===== config.mk =====
export PLATFORM = sky130hd
export DESIGN_NAME = interrupt_controller_dual_timer
export DESIGN_NICKNAME = d
export VERILOG_FILES = /design/src/hdl/icdt_pkg.sv /design/src/hdl/icdt_timers.sv /design/src/hdl/interrupt_controller_dual_timer.sv
export SDC_FILE = /design/constraint.sdc
export NUM_CORES = 1
export LEC_CHECK = 0
export CAP_MARGIN = 20
export CELL_PAD_IN_SITES_DETAIL_PLACEMENT = 1
export CELL_PAD_IN_SITES_GLOBAL_PLACEMENT = 1
export CORE_MARGIN = 8
export CORE_UTILIZATION = 45
export DETAILED_ROUTE_END_ITERATION = 8
export DONT_BUFFER_PORTS = 1
export PLACE_DENSITY = 0.88
export REMOVE_ABC_BUFFERS = 1
export SYNTH_ARGS = -nofsm -noshare
export SYNTH_HDL_FRONTEND = slang
export SYNTH_SLANG_ARGS = --single-unit

===== constraint.sdc =====
create_clock -name clock -period 5.89 [get_ports clock]
set_clock_uncertainty 0.05 [all_clocks]
set_input_delay 0.8835 -clock clock [delete_from_list [all_inputs] [get_ports clock]]
set_output_delay 0.8835 -clock clock [all_outputs]
set_load 0.05 [all_outputs]

===== src/hdl/icdt_pkg.sv =====
// shared types, constants and codes for the dual timer interrupt controller
package icdt_pkg;

   localparam int TIMER_COUNT_DEF = 2;
   localparam int TIMER_IDX_W     = 3;
   localparam int PERIOD_W        = 21;
   localparam int CYCLES_W        = 16;

   localparam logic [PERIOD_W-1:0] RATE_STEP   = 21'd4263;
   localparam logic [2:0]          EXT_IRQ_BIT = 3'd3;
   localparam logic [7:0]          PENDING_NONE = 8'hff;
   localparam logic [7:0]          ENABLE_NONE  = 8'hff;

   typedef enum logic [2:0] {
      MODE_TICK,
      MODE_TIMER_WR,
      MODE_IRQ_EN_WR,
      MODE_FIQ_EN_WR,
      MODE_PEND_RD,
      MODE_EXT_IRQ,
      MODE_EXT_FIQ,
      MODE_RAISE
   } mode_type;

   typedef struct packed {
      mode_type            mode;
      logic [CYCLES_W-1:0] cycles;
      logic                timer_select;
      logic [7:0]          write_data;
      logic                level;
      logic [2:0]          irq_bit;
   } req_type;

   typedef struct packed {
      logic [7:0] read_data;
      logic       irq_line;
      logic       fiq_pulse;
   } rsp_type;

   typedef enum logic [1:0] {
      SEQ_IDLE,
      SEQ_ADD,
      SEQ_SUB,
      SEQ_DONE
   } seq_state_type;

   typedef enum logic [1:0] {
      TMR_NOP,
      TMR_ADD,
      TMR_SUB,
      TMR_LOAD
   } tmr_op_type;

   typedef struct packed {
      tmr_op_type              op;
      logic [TIMER_IDX_W-1:0]  index;
      logic [CYCLES_W-1:0]     cycles;
      logic [PERIOD_W-1:0]     period;
   } tmr_ctl_type;

   typedef struct packed {
      logic zero;
      logic ge;
   } tmr_sts_type;

endpackage


===== src/hdl/icdt_timers.sv =====
// timer period and count storage with the one shared add/subtract unit
module icdt_timers #(
   parameter int TIMER_COUNT = icdt_pkg::TIMER_COUNT_DEF
) (
   input  logic                  clock,
   input  logic                  reset,
   input  icdt_pkg::tmr_ctl_type tmr_ctl,
   output icdt_pkg::tmr_sts_type tmr_sts
);
   import icdt_pkg::*;

   localparam int IDX_W = (TIMER_COUNT > 1) ? $clog2(TIMER_COUNT) : 1;

   logic [PERIOD_W-1:0] period_ff [TIMER_COUNT];
   logic [PERIOD_W-1:0] period_in [TIMER_COUNT];
   logic [PERIOD_W-1:0] count_ff  [TIMER_COUNT];
   logic [PERIOD_W-1:0] count_in  [TIMER_COUNT];

   logic [IDX_W-1:0]    idx;
   logic [PERIOD_W-1:0] cur_period;
   logic [PERIOD_W-1:0] cur_count;
   logic [PERIOD_W-1:0] operand_b;
   logic                carry_in;
   logic [PERIOD_W:0]   sum;

   assign idx        = tmr_ctl.index[IDX_W-1:0];
   assign cur_period = period_ff[idx];
   assign cur_count  = count_ff[idx];

   // add cycles, or subtract the period as count + ~period + 1
   assign operand_b = (tmr_ctl.op == TMR_ADD) ? PERIOD_W'(tmr_ctl.cycles) : ~cur_period;
   assign carry_in  = (tmr_ctl.op != TMR_ADD);
   assign sum       = {1'b0, cur_count} + {1'b0, operand_b} + (PERIOD_W + 1)'(carry_in);

   // carry out of the subtraction means no borrow
   assign tmr_sts.zero = (cur_period == '0);
   assign tmr_sts.ge   = sum[PERIOD_W];

   always_comb begin
      period_in = period_ff;
      count_in  = count_ff;
      unique case (tmr_ctl.op)
         TMR_LOAD: begin
            period_in[idx] = tmr_ctl.period;
            count_in[idx]  = '0;
         end
         TMR_ADD: begin
            count_in[idx] = sum[PERIOD_W-1:0];
         end
         TMR_SUB: begin
            if (sum[PERIOD_W]) begin
               count_in[idx] = sum[PERIOD_W-1:0];
            end
         end
         default: begin
         end
      endcase
   end

   always_ff @(posedge clock) begin
      if (reset) begin
         for (int i = 0; i < TIMER_COUNT; i++) begin
            period_ff[i] <= '0;
            count_ff[i]  <= '0;
         end
      end else begin
         period_ff <= period_in;
         count_ff  <= count_in;
      end
   end

endmodule


===== src/hdl/interrupt_controller_dual_timer.sv =====
// top level: request sequencer, pending and enable registers, response register
//
//   channel | direction | handshake            | payload
//   req_    | in        | req_valid, req_stall | req_payload (icdt_pkg::req_type)
//   rsp_    | out       | rsp_valid, rsp_stall | rsp_payload (icdt_pkg::rsp_type)
//
// a non-tick request is accepted in SEQ_IDLE, then loads the response in
// SEQ_DONE. a tick does the same, but between them, per timer, SEQ_ADD skips a
// stopped timer or adds the cycles, then SEQ_SUB takes off the k elapsed periods
// (at most 8) one by one; the single shared adder does one add or subtract per cycle.
// reset is synchronous; req_stall is high whenever a request is in progress,
// and a finished response waits in the sequencer while rsp_stall holds the
// response register full.
module interrupt_controller_dual_timer #(
   parameter int TIMER_COUNT = icdt_pkg::TIMER_COUNT_DEF
) (
   input  logic              clock,
   input  logic              reset,
   input  logic              req_valid,
   output logic              req_stall,
   input  icdt_pkg::req_type req_payload,
   output logic              rsp_valid,
   input  logic              rsp_stall,
   output icdt_pkg::rsp_type rsp_payload
);
   import icdt_pkg::*;

   localparam int IDX_W = (TIMER_COUNT > 1) ? $clog2(TIMER_COUNT) : 1;
   localparam logic [IDX_W-1:0] LAST_IDX = IDX_W'(TIMER_COUNT - 1);

   seq_state_type state_ff, state_in;
   logic [7:0]    pending_ff, pending_in;
   logic [7:0]    enable_ff, enable_in;
   logic          fast_enable_ff, fast_enable_in;
   logic          ext_irq_ff, ext_irq_in;
   logic          ext_fiq_ff, ext_fiq_in;
   logic [7:0]    rd_ff, rd_in;
   logic          fiq_ff, fiq_in;
   logic [CYCLES_W-1:0] cycles_ff, cycles_in;
   logic [IDX_W-1:0]    idx_ff, idx_in;
   logic          rsp_valid_ff, rsp_valid_in;
   rsp_type       rsp_payload_ff, rsp_payload_in;

   tmr_ctl_type         tmr_ctl;
   tmr_sts_type         tmr_sts;
   logic [PERIOD_W-1:0] rate_period;

   function automatic logic [7:0] raise_bit(input logic [7:0] pending,
                                            input logic [7:0] enable,
                                            input logic [2:0] bit_sel);
      logic [7:0] mask;
      mask = 8'd1 << bit_sel;
      if ((enable & mask) == 8'd0) begin
         return pending & ~mask;
      end
      return pending;
   endfunction

   assign rate_period = (req_payload.write_data == 8'd0) ? '0 :
                        PERIOD_W'(RATE_STEP * PERIOD_W'({1'b0, req_payload.write_data} + 9'd1));

   icdt_timers #(
      .TIMER_COUNT(TIMER_COUNT)
   ) u_timers (
      .clock   (clock),
      .reset   (reset),
      .tmr_ctl (tmr_ctl),
      .tmr_sts (tmr_sts)
   );

   always_comb begin
      state_in       = state_ff;
      pending_in     = pending_ff;
      enable_in      = enable_ff;
      fast_enable_in = fast_enable_ff;
      ext_irq_in     = ext_irq_ff;
      ext_fiq_in     = ext_fiq_ff;
      rd_in          = rd_ff;
      fiq_in         = fiq_ff;
      cycles_in      = cycles_ff;
      idx_in         = idx_ff;
      rsp_valid_in   = rsp_valid_ff && rsp_stall;
      rsp_payload_in = rsp_payload_ff;
      tmr_ctl.op     = TMR_NOP;
      tmr_ctl.index  = TIMER_IDX_W'(idx_ff);
      tmr_ctl.cycles = cycles_ff;
      tmr_ctl.period = rate_period;

      unique case (state_ff)
         SEQ_IDLE: begin
            if (req_valid) begin
               rd_in    = 8'd0;
               fiq_in   = 1'b0;
               state_in = SEQ_DONE;
               unique case (req_payload.mode)
                  MODE_TICK: begin
                     cycles_in = req_payload.cycles;
                     idx_in    = '0;
                     state_in  = SEQ_ADD;
                  end
                  MODE_TIMER_WR: begin
                     if (int'(req_payload.timer_select) < TIMER_COUNT) begin
                        tmr_ctl.op    = TMR_LOAD;
                        tmr_ctl.index = TIMER_IDX_W'(req_payload.timer_select);
                     end
                  end
                  MODE_IRQ_EN_WR: begin
                     enable_in = req_payload.write_data;
                  end
                  MODE_FIQ_EN_WR: begin
                     fiq_in = !fast_enable_ff && req_payload.write_data[0] && ext_fiq_ff;
                     fast_enable_in = req_payload.write_data[0];
                  end
                  MODE_PEND_RD: begin
                     rd_in      = pending_ff;
                     pending_in = PENDING_NONE;
                  end
                  MODE_EXT_IRQ: begin
                     if (req_payload.level && !ext_irq_ff) begin
                        pending_in = raise_bit(pending_ff, enable_ff, EXT_IRQ_BIT);
                     end
                     ext_irq_in = req_payload.level;
                  end
                  MODE_EXT_FIQ: begin
                     fiq_in     = req_payload.level && !ext_fiq_ff && fast_enable_ff;
                     ext_fiq_in = req_payload.level;
                  end
                  MODE_RAISE: begin
                     pending_in = raise_bit(pending_ff, enable_ff, req_payload.irq_bit);
                  end
                  default: begin
                  end
               endcase
            end
         end
         SEQ_ADD: begin
            if (tmr_sts.zero) begin
               // stopped timer, move on
               if (idx_ff == LAST_IDX) begin
                  state_in = SEQ_DONE;
               end else begin
                  idx_in = idx_ff + 1'b1;
               end
            end else begin
               tmr_ctl.op = TMR_ADD;
               state_in   = SEQ_SUB;
            end
         end
         SEQ_SUB: begin
            // one period off per cycle until the count drops below it
            tmr_ctl.op = TMR_SUB;
            if (tmr_sts.ge) begin
               pending_in = raise_bit(pending_ff, enable_ff, 3'(idx_ff));
            end else if (idx_ff == LAST_IDX) begin
               state_in = SEQ_DONE;
            end else begin
               idx_in   = idx_ff + 1'b1;
               state_in = SEQ_ADD;
            end
         end
         SEQ_DONE: begin
            if (!rsp_valid_ff || !rsp_stall) begin
               rsp_valid_in             = 1'b1;
               rsp_payload_in.read_data = rd_ff;
               rsp_payload_in.irq_line  = |(~pending_ff & ~enable_ff);
               rsp_payload_in.fiq_pulse = fiq_ff;
               state_in                 = SEQ_IDLE;
            end
         end
         default: begin
            state_in = SEQ_IDLE;
         end
      endcase
   end

   always_ff @(posedge clock) begin
      if (reset) begin
         state_ff       <= SEQ_IDLE;
         pending_ff     <= PENDING_NONE;
         enable_ff      <= ENABLE_NONE;
         fast_enable_ff <= 1'b1;
         ext_irq_ff     <= 1'b0;
         ext_fiq_ff     <= 1'b0;
         rsp_valid_ff   <= 1'b0;
      end else begin
         state_ff       <= state_in;
         pending_ff     <= pending_in;
         enable_ff      <= enable_in;
         fast_enable_ff <= fast_enable_in;
         ext_irq_ff     <= ext_irq_in;
         ext_fiq_ff     <= ext_fiq_in;
         rsp_valid_ff   <= rsp_valid_in;
      end
   end

   always_ff @(posedge clock) begin
      rd_ff          <= rd_in;
      fiq_ff         <= fiq_in;
      cycles_ff      <= cycles_in;
      idx_ff         <= idx_in;
      rsp_payload_ff <= rsp_payload_in;
   end

   assign req_stall   = (state_ff != SEQ_IDLE);
   assign rsp_valid   = rsp_valid_ff;
   assign rsp_payload = rsp_payload_ff;

endmodule

Yosys cells after proc, flatten, opt, wreduce, memory -nomap -nowiden. Cells that the tools add are included.

Bits in latches: 0. Input bits: 36. Memories: 0. Register bits after elaboration: 142. Output and inout port bits: 12. Bits in read-only memories: 0. Memory bits (writable): 0. Word-level logic and storage cells: 165.

Order comparisons: 2. Reductions and logical operators: 37. Shifts and indexed selects: 2. Bitwise gates (word level): 13. $mul: 1. Eq/ne operators: 28. Divide/modulo/power cells: 0. $add $sub $neg: 4. Muxes and demuxes: 59.

Operators with widths (number): 21-bit 2-to-1 mux (9); 42-bit one-hot mux with 3 select lines (1); 42-bit bitwise mux (2); 8-bit 2-to-1 mux (8); 42-bit bitwise AND (1); 42-bit 2-to-1 mux (1); 42-bit inverter (1); 8-bit bitwise AND (5); 8-bit logical NOT (4); 8-bit inverter (4); 8-bit one-hot mux with 3 select lines (1); 21-bit by 21-bit adder with 22-bit output (1); 22-bit by 1-bit adder with 22-bit output (1); 21-bit demux with 1-bit select (1); 21-bit logical NOT (1); 13-bit by 9-bit multiplier with 21-bit output (first input constant) (1); 1-bit 2-to-1 mux (21); 21-bit inverter (1); 8-bit one-hot mux with 2 select lines (1); 3-bit inequality test (second input constant) (5); 3-bit AND reduction (5); 2-bit 2-to-1 mux (7); 3-bit == test (second input constant) (4); 5-bit 2-to-1 mux (2); other kinds (32) (58).

Depth between registers and ports, before layout. Gate-level depths: netlist of the first run.

Depth after elaboration: 20. Depth in mapped cells: 26. Gate-level depth less buffers: 22.

Cells and area by module. From an unflattened synthesis of the first run, not the netlist that was laid out.

Cells, all modules: 1096. Area, all modules: 9645.5 µm².

Modules (own cells, without submodules): icdt_timers (times used 1, sequential area each 1681.6 µm², cells an instance 634, area an instance 5102.4 µm²); interrupt_controller_dual_timer (times used 1, sequential area each 1521.5 µm², cells an instance 462, area an instance 4543.1 µm²).

Least setup slack after synthesis of the first run. OpenSTA, ideal clock, no wires.

Path kind: input -> register. Start: input req_payload[7] (netlist bit). End: register u_timers.period_ff[19] (netlist bit). Setup time: 0.074 ns. Data arrival time: 5.884 ns. Path buffers: 1. Cell stages on the path: 19. Slack: -0.118 ns. Cell sequence: clkbuf_1 > nand3_1 > nor2_1 > xor2_1 > inv_1 > fa_1 > fa_1 > fa_1 > inv_1 > fa_1 > ha_1 > o21a_1 > o21a_1 > a2111oi_0 > o31a_1 > o21ai_0 > xnor2_1 > nand2_1 > o21ai_0.

Longest elaborated chain between the ends: 4.

Ends and longest elaborated chain: from (decl) (line interrupt_controller_dual_timer.sv:21) `input icdt_pkg::req_type req_payload,`; 8-bit by 1-bit adder with 9-bit output (line interrupt_controller_dual_timer.sv:60) `PERIOD_W'(RATE_STEP * PERIOD_W'({1'b0, req_payload.write_data} + 9'd1));`; 13-bit by 9-bit multiplier with 21-bit output (line interrupt_controller_dual_timer.sv:60); 21-bit 2-to-1 mux * (line interrupt_controller_dual_timer.sv:59) `assign rate_period = (req_payload.write_data == 8'd0) ? '0 :`; 42-bit bitwise mux * (line icdt_timers.sv:44) `period_in[idx] = tmr_ctl.period;`; to (signal assigned) (line icdt_timers.sv:67) `period_ff <= period_in;`; to (decl) (line icdt_timers.sv:14) `logic [PERIOD_W-1:0] period_ff [TIMER_COUNT];`.

Mark *: on every way between the ends. The rest lies on a longest branch, timed or not. A chain may end at the register's enable or synchronous reset.

Worst setup path in the final report of the first run.
Start: register state_ff[0]. End: register u_timers.count_ff[4] (netlist bit).

Longest elaborated chain between the ends: 16.

Ends and longest elaborated chain: from (decl) (line interrupt_controller_dual_timer.sv:31) `seq_state_type state_ff, state_in;`; from (signal assigned) (line interrupt_controller_dual_timer.sv:186) `state_ff <= state_in;`; 2-bit logical NOT (line interrupt_controller_dual_timer.sv:89) `unique case (state_ff)`; 1-bit 2-to-1 mux (line interrupt_controller_dual_timer.sv:89); 1-bit inverter with 2-bit output (not written as such); 21-bit 2-to-1 mux (not written as such) (3 in series) (line icdt_timers.sv:27) `assign cur_period = period_ff[idx];`; 21-bit logical NOT (line icdt_timers.sv:36) `assign tmr_sts.zero = (cur_period == '0);`; 1-bit 2-to-1 mux (line interrupt_controller_dual_timer.sv:137) `if (tmr_sts.zero) begin`; 2-bit one-hot mux with 3 select lines (line interrupt_controller_dual_timer.sv:89); 2-bit by 1-bit == test with 1-bit output (line icdt_timers.sv:31, icdt_timers.sv:42); 21-bit 2-to-1 mux (line icdt_timers.sv:31) `assign operand_b = (tmr_ctl.op == TMR_ADD) ? PERIOD_W'(tmr_ctl.cycles) : ~cur_period;`; 21-bit by 21-bit adder with 22-bit output (line icdt_timers.sv:33) `assign sum = {1'b0, cur_count} + {1'b0, operand_b} + (PERIOD_W + 1)'(carry_in);`; 22-bit by 1-bit adder with 22-bit output (line icdt_timers.sv:33); 42-bit bitwise mux (line icdt_timers.sv:48, icdt_timers.sv:52); 42-bit 2-to-1 mux (line icdt_timers.sv:51) `if (sum[PERIOD_W]) begin`; 42-bit one-hot mux with 3 select lines (line icdt_timers.sv:42) `unique case (tmr_ctl.op)`; to (signal assigned) (line icdt_timers.sv:68) `count_ff <= count_in;`; to (decl) (line icdt_timers.sv:16) `logic [PERIOD_W-1:0] count_ff [TIMER_COUNT];`.

Several ways; a longest one is shown, not always the timed one. The select of a mux whose other input is x is not followed.

==> results.sh, run 1 <==
export IMPL_fin_crit_ns=5.58
export IMPL_synth_top_family_by_area="simple AND/OR/NAND/NOR gates"
export IMPL_drtPass1Iterations=4
export IMPL_final_common_cell="nand2_1"
export IMPL_max_slew_worst_pin_slew_ns=0.911
export IMPL_ir_drop_v=0.000223
export IMPL_p_leak_nw=4.31
export IMPL_instances_no_fill=1329
export IMPL_antenna_found_initial=0
export IMPL_diodes=0
export IMPL_timing_critical_path_mode_cell="nor2_1"
export IMPL_vias=7614
export IMPL_timing_final_ws_setup_ns=0.315
export IMPL_setup_viol=0
export IMPL_post_cts_buffers=0
export IMPL_ant_nets=0
export IMPL_clkSlewWorstSetupHoldPaths_ns=0.07
export IMPL_clock_latency_ns=0.43
export IMPL_die_w_um=160
export IMPL_cpPeakStageDelay_ns=0.40
export IMPL_total_power_mw=4.44
export IMPL_grt_pass1_vias=8160
export IMPL_drive_gt1_frac=0.102
export IMPL_totalWireLength_um=25700
export IMPL_place_gp_congestion=0.821
export IMPL_syn2layout_area_growth_pct=9.74
export IMPL_htree_levels=4
export IMPL_critical_path_arrival_ns=5.85
export IMPL_synth_seq_cells=142
export IMPL_critPathKind="reg2reg"
export IMPL_path_cells="inv_1 -> ha_1 -> nand3b_1 -> nor2_2 -> mux2i_4 -> mux2i_1 -> and2_1 -> nor2_1 -> nor2_1 -> ha_2 -> mux2_2 -> ha_1 -> nor2b_4 -> o31a_1 -> o41a_1 -> o41ai_4 -> o211ai_4 -> o21ai_2 -> buf_4 -> mux2i_1 -> nor2_1"
export IMPL_row_count=52
export IMPL_synth_cell_types=70
export IMPL_via_per_inst=5.73
export IMPL_synth_area_um2=9300
export IMPL_drv_slew=0
export IMPL_final_nets=1185
export IMPL_fp_dieH_um=160
export IMPL_cp_slowest_cell="o41ai_4"
export IMPL_core_um2=20200
export IMPL_hold_ws_ns=0.371
export IMPL_synth_cells=1059
export IMPL_critPathLaunchType="register"
export IMPL_async_flop_share=0
export IMPL_avgSynthCellArea_um2=8.78
export IMPL_status="finished, final reports clean"
export IMPL_synth_compound_area_frac=0.161
export IMPL_crit_required_ns=6.16
export IMPL_hold_viol=0
export IMPL_portBuffers=0
export IMPL_dp_slack_ns=-0.0566
export IMPL_synthAdderAreaFrac=0.154
export IMPL_placed_area_um2=9570
export IMPL_finalCritPeriodShare=0.947
export IMPL_p_per_area_nw_per_um2=435
export IMPL_slew_headroom=0.392
export IMPL_synth_edf_count=36
export IMPL_layout_common_cells="nand2_1, dfxtp_1, ha_1"
export IMPL_dieArea_um2=25500
export IMPL_ys_seq_area_frac=0.344
export IMPL_place_inst=1297
export IMPL_synthSimpleGateAreaFrac=0.180
export IMPL_grt_max_degree=81
export IMPL_critPathTopFamily="compound AO/OA/AOI/OAI gates"
export IMPL_yosys_warnings=0
export IMPL_gr_total_overflow=0
export IMPL_min_path_type="reg2reg"
export IMPL_io_pins=48
export IMPL_synth_main_ff_cell="dfxtp_1"
export IMPL_clock_sinks=142
export IMPL_stdcell_area_um2=10200
export IMPL_dp_hpwl_um=18300
export IMPL_grt_pass1_wl_um=42100
export IMPL_cts_buffers=17
export IMPL_postCtsResizedCells=0
export IMPL_cts_tree="yes"
export IMPL_worstSetupEndpointType="register"
export IMPL_fmax_mhz=179
export IMPL_cts_buffer_depth=2
export IMPL_wl_per_cell_um=19.3
export IMPL_start_util=0.460
export IMPL_cts_hold_buf=0
export IMPL_drt_iter0_drc=362
export IMPL_rsz0062_at_grt="false"
export IMPL_worstPathMaxFanout=15
export IMPL_drv_cap=0
export IMPL_synthXorXnorAreaFrac=0.0330
export IMPL_root_buffer="clkbuf_16"
export IMPL_drc=0
export IMPL_synth_mux_area_frac=0.0756
export IMPL_crit_buf_inv=2
export IMPL_grt_use_total=0.200
-- where the power goes --
| part | internal (mW) | total [mW] | switching [mW] |
|---|---|---|---|
| registers | 1.09 | 1.17 | 0.0864 |
| clock network | 0.682 | 1.15 | 0.471 |
| logic | 0.826 | 2.11 | 1.28 |
| total | 2.60 | 4.44 | 1.84 |
-- routing by layer --
layer / GRT usage / routed length, um / part of all wire / vias to the layer above
met3: 0.0321 / 758 / 0.030 / 35
li1: - / - / - / 3691
met2: 0.354 / 12900 / 0.50 / 128
met1: 0.239 / 11500 / 0.45 / 3760
met5: 0 / 0 / 0 / -
met4: 0.0752 / 503 / 0.020 / 0
-- metrics by stage --
| step | TNS (ns) | util |
|---|---|---|
| after CTS | 0 | 0.504 |
| after detailed placement | -0.0922 | 0.473 |
| after global routing | 0 | 0.504 |
| after floorplan | -71.43 | - |
| after global placement | 0 | 0.473 |
| final | 0 | 0.504 |
-- kinds of logic (layout without fill, tap and decap cells) --
kind of cell,Yosys count,after routing
adders and majority gates,103,103
buffers and inverters,119,119
DFF,142,142
muxes,65,65
xor gates and xnor gates,35,35
and+or+nand+nor,367,367
AOI/OAI and AO/OA,228,228
-- state kept, by name (all words and copies together) (netlist names) --
register / flops
cycles_ff: 16
u_timers.period_ff: 42
rsp_valid: 1
rsp_payload: 10
enable_ff: 8
state_ff: 2
fiq_ff: 1
u_timers.count_ff: 42
idx_ff: 1
fast_enable_ff: 1
ext_fiq_ff: 1
pending_ff: 8
rd_ff: 8
ext_irq_ff: 1
-- Yosys cell counts, types with 19 or more instances --
master / count / area, um2
inv_1: 67 / 251
xnor2_1: 22 / 193
o21ai_0: 55 / 275
mux2i_1: 25 / 250
a211oi_1: 19 / 143
a21oi_1: 73 / 365
nand2_1: 158 / 593
ha_1: 84 / 1050
fa_1: 19 / 380
dfxtp_1: 106 / 2120
edfxtp_1: 36 / 1080
mux2_2: 39 / 439
nand3_1: 39 / 195
clkbuf_1: 37 / 139
nor2_1: 74 / 278
-- worst register-to-register path, delay by kind of cell, from the launching register on --
family          cells  cell delay [ns]
compound gates      5             1.44
fa+ha+maj           3             0.95
buf+inv             2             0.50
flops               1             0.34
mux                 4             1.17
simple gates        7             1.02
-- final cells by class --
type / count / area, um2
Clock buffer: 17 / 425
Sequential cell: 142 / 3200
Timing Repair Buffer: 20 / 150
Fill cell: 2324 / 10000
Tap cell: 270 / 338
Multi-Input combinational cell: 798 / 5640
Clock inverter: 15 / 198
Inverter: 67 / 251
-- final timing paths --
| kind | startpoint | end | slack [ns] | depth (start not counted) |
|---|---|---|---|---|
| min | rd_ff[7] | rsp_payload[9] | 0.37 | 0 |
| max reg2reg | state_ff[0] | u_timers.count_ff[4] | 0.31 | 21 |
| min reg2reg | rd_ff[7] | rsp_payload[9] | 0.37 | 0 |
| max | state_ff[0] | u_timers.count_ff[4] | 0.31 | 21 |
Note: power is estimated with default switching activity, not from simulation.
==> run 2, diff against run 1 <==
- CTS_CLUSTER_DIAMETER: unset -> 150
- clock period: 5.89 -> 4.7 ns (I/O delays scaled with it)
==> run 2 against run 1 <==
  * Clock power rose by 26%
  * Combinational power increased by 120%
  * The run now ends with setup timing left
  * Critical endpoint is now u_timers.count_ff[7]
  * Register-to-register slack got worse by 1.0 ns
  * Fmax increased by 2.7%
  * Highest routed layer is now met5
  * Largest power group unchanged
  * Cell area grew 24%
  * Sequential share of layout area shrank 6.0 points
==> results.sh, run 2 (synthesized netlist as in run 1, its figures left out) <==
export IMPL_status="finished with violations"
export IMPL_violations="setup timing"
export IMPL_cpPeakStageDelay_ns=0.42
export IMPL_placed_area_um2=10500
export IMPL_io_pins=48
export IMPL_cts_tree="yes"
export IMPL_dp_hpwl_um=21800
export IMPL_rsz0062_at_grt="true"
export IMPL_root_buffer="clkbuf_16"
export IMPL_fmax_mhz=184
export IMPL_critPathTopFamily="compound AO/OA/AOI/OAI gates"
export IMPL_grt_pass1_wl_um=59800
export IMPL_timing_final_ws_setup_ns=-0.729
export IMPL_ir_drop_v=0.000299
export IMPL_drv_slew=0
export IMPL_start_util=0.460
export IMPL_cp_slowest_cell="o41a_1"
export IMPL_p_leak_nw=5.56
export IMPL_drv_cap=0
export IMPL_totalWireLength_um=45100
export IMPL_htree_levels=4
export IMPL_critPathKind="reg2reg"
export IMPL_grt_max_degree=81
export IMPL_gr_total_overflow=0
export IMPL_max_slew_worst_pin_slew_ns=1.16
export IMPL_die_w_um=160
export IMPL_crit_required_ns=4.98
export IMPL_syn2layout_area_growth_pct=35.8
export IMPL_clock_latency_ns=0.45
export IMPL_worst_r2r_setup_slack_ns=-0.73
export IMPL_wl_per_cell_um=30.1
export IMPL_p_per_area_nw_per_um2=603
export IMPL_core_um2=20200
export IMPL_diodes=0
export IMPL_place_gp_congestion=0.839
export IMPL_ant_nets=0
export IMPL_path_cells="inv_2 -> ha_4 -> nand3b_1 -> nor2_2 -> buf_6 -> mux2i_4 -> mux2i_2 -> and2_4 -> nor2_4 -> nor2_4 -> ha_4 -> buf_12 -> mux2_4 -> ha_4 -> nor2b_4 -> o31a_1 -> o41a_1 -> o41ai_4 -> buf_4 -> o211ai_4 -> o21ai_4 -> buf_12 -> mux2i_1 -> nor2_1"
export IMPL_clock_sinks=142
export IMPL_slew_headroom=0.227
export IMPL_drc=0
export IMPL_grt_pass1_vias=10300
export IMPL_multi_input_area_um2=6560
export IMPL_critical_path_arrival_ns=5.71
export IMPL_grt_use_total=0.297
export IMPL_worstSetupEndpointType="register"
export IMPL_seq_area_um2=3210
export IMPL_final_nets=1356
export IMPL_cts_buffer_depth=2
export IMPL_total_power_mw=7.62
export IMPL_via_per_inst=6.57
export IMPL_worstPathMaxFanout=8
export IMPL_stdcell_area_um2=12600
export IMPL_layout_common_cells="buf_4, nand2_1, dfxtp_1"
export IMPL_top_regs="u_timers.count_ff: 42 flops, u_timers.period_ff: 42 flops, cycles_ff: 16 flops"
export IMPL_crit_buf_inv=5
export IMPL_timing_critical_path_mode_cell="ha_4"
export IMPL_drive_gt1_frac=0.348
export IMPL_dieArea_um2=25500
export IMPL_critPathLaunchType="register"
export IMPL_portBuffers=0
export IMPL_hold_viol=0
export IMPL_fin_crit_ns=5.43
export IMPL_min_path_type="in2reg"
export IMPL_row_count=52
export IMPL_final_common_cell="buf_4"
export IMPL_antenna_found_initial=2
export IMPL_vias=9856
export IMPL_cts_hold_buf=0
export IMPL_clkSlewWorstSetupHoldPaths_ns=0.07
export IMPL_fill_cells=2181
export IMPL_finalCritPeriodShare=1.16
export IMPL_drtPass1Iterations=7
export IMPL_drt_iter0_drc=954
export IMPL_fp_dieH_um=160
export IMPL_setup_viol=64
export IMPL_cts_buffers=17
[run 2: layout make-up]
type | instances | area share
well taps | 270 | 0.0268
inverters | 67 | 0.0199
flip-flops and latches | 142 | 0.254
clock buffers | 17 | 0.0337
multi-input cells | 798 | 0.519
clock inverters | 15 | 0.0128
repair buffers | 191 | 0.134
[run 2: repair_timing]
action                                  4_1_cts  5_1_grt
gates resized for setup                      95      155
endpoints found under the setup margin       67       70
gates cloned                                  5        2
buffers inserted                             26       20
pin swaps                                    57       57
[run 2: per-layer routing]
| layer | routed length (um) | up-vias | track usage |
|---|---|---|---|
| li1 | - | 4037 | - |
| met1 | 15900 | 4869 | 0.313 |
| met2 | 22000 | 652 | 0.527 |
| met3 | 3360 | 294 | 0.0548 |
| met4 | 3860 | 4 | 0.212 |
| met5 | 25 | - | 0 |
[run 2: worst register-to-register path: stages, from the launching register on]
cell,delay [ns]
dfxtp_2,0.34
inv_2,0.08
ha_4,0.15
nand3b_1,0.13
nor2_2,0.21
buf_6,0.14
mux2i_4,0.25
mux2i_2,0.28
and2_4,0.21
nor2_4,0.04
nor2_4,0.15
ha_4,0.19
buf_12,0.15
mux2_4,0.34
ha_4,0.24
nor2b_4,0.12
o31a_1,0.27
o41a_1,0.42
o41ai_4,0.28
buf_4,0.22
o211ai_4,0.17
o21ai_4,0.32
buf_12,0.20
mux2i_1,0.28
nor2_1,0.09
[run 2: final timing paths]
check,startpoint,to,cells after the start
worst max-delay path,state_ff[1],u_timers.count_ff[7],24
worst max register to register,state_ff[1],u_timers.count_ff[7],24
worst min-delay path,reset,u_timers.count_ff[24],1
worst min register to register,rd_ff[3],rsp_payload[5],0
[run 2: metrics by stage]
step | cells | hold WS, ns | setup WS [ns] | setup TNS, ns | util
after floorplan | 1007 | 0.350 | -2.87 | -134.51 | -
after detailed placement | 1419 | 0.359 | -1.15 | -41.31 | 0.520
after global placement | 1419 | 0.355 | -0.874 | -25.75 | 0.520
after global routing | 1500 | 0.272 | -0.761 | -37.78 | 0.624
after CTS | 1482 | 0.284 | -0.401 | -16.64 | 0.583
final | 1500 | 0.284 | -0.729 | -33.55 | 0.624
[run 2: power by group]
group	internal, mW	switching (mW)
Combinational	2.05	2.63
Sequential	1.36	0.121
Clock	0.791	0.657
Total	4.21	3.41
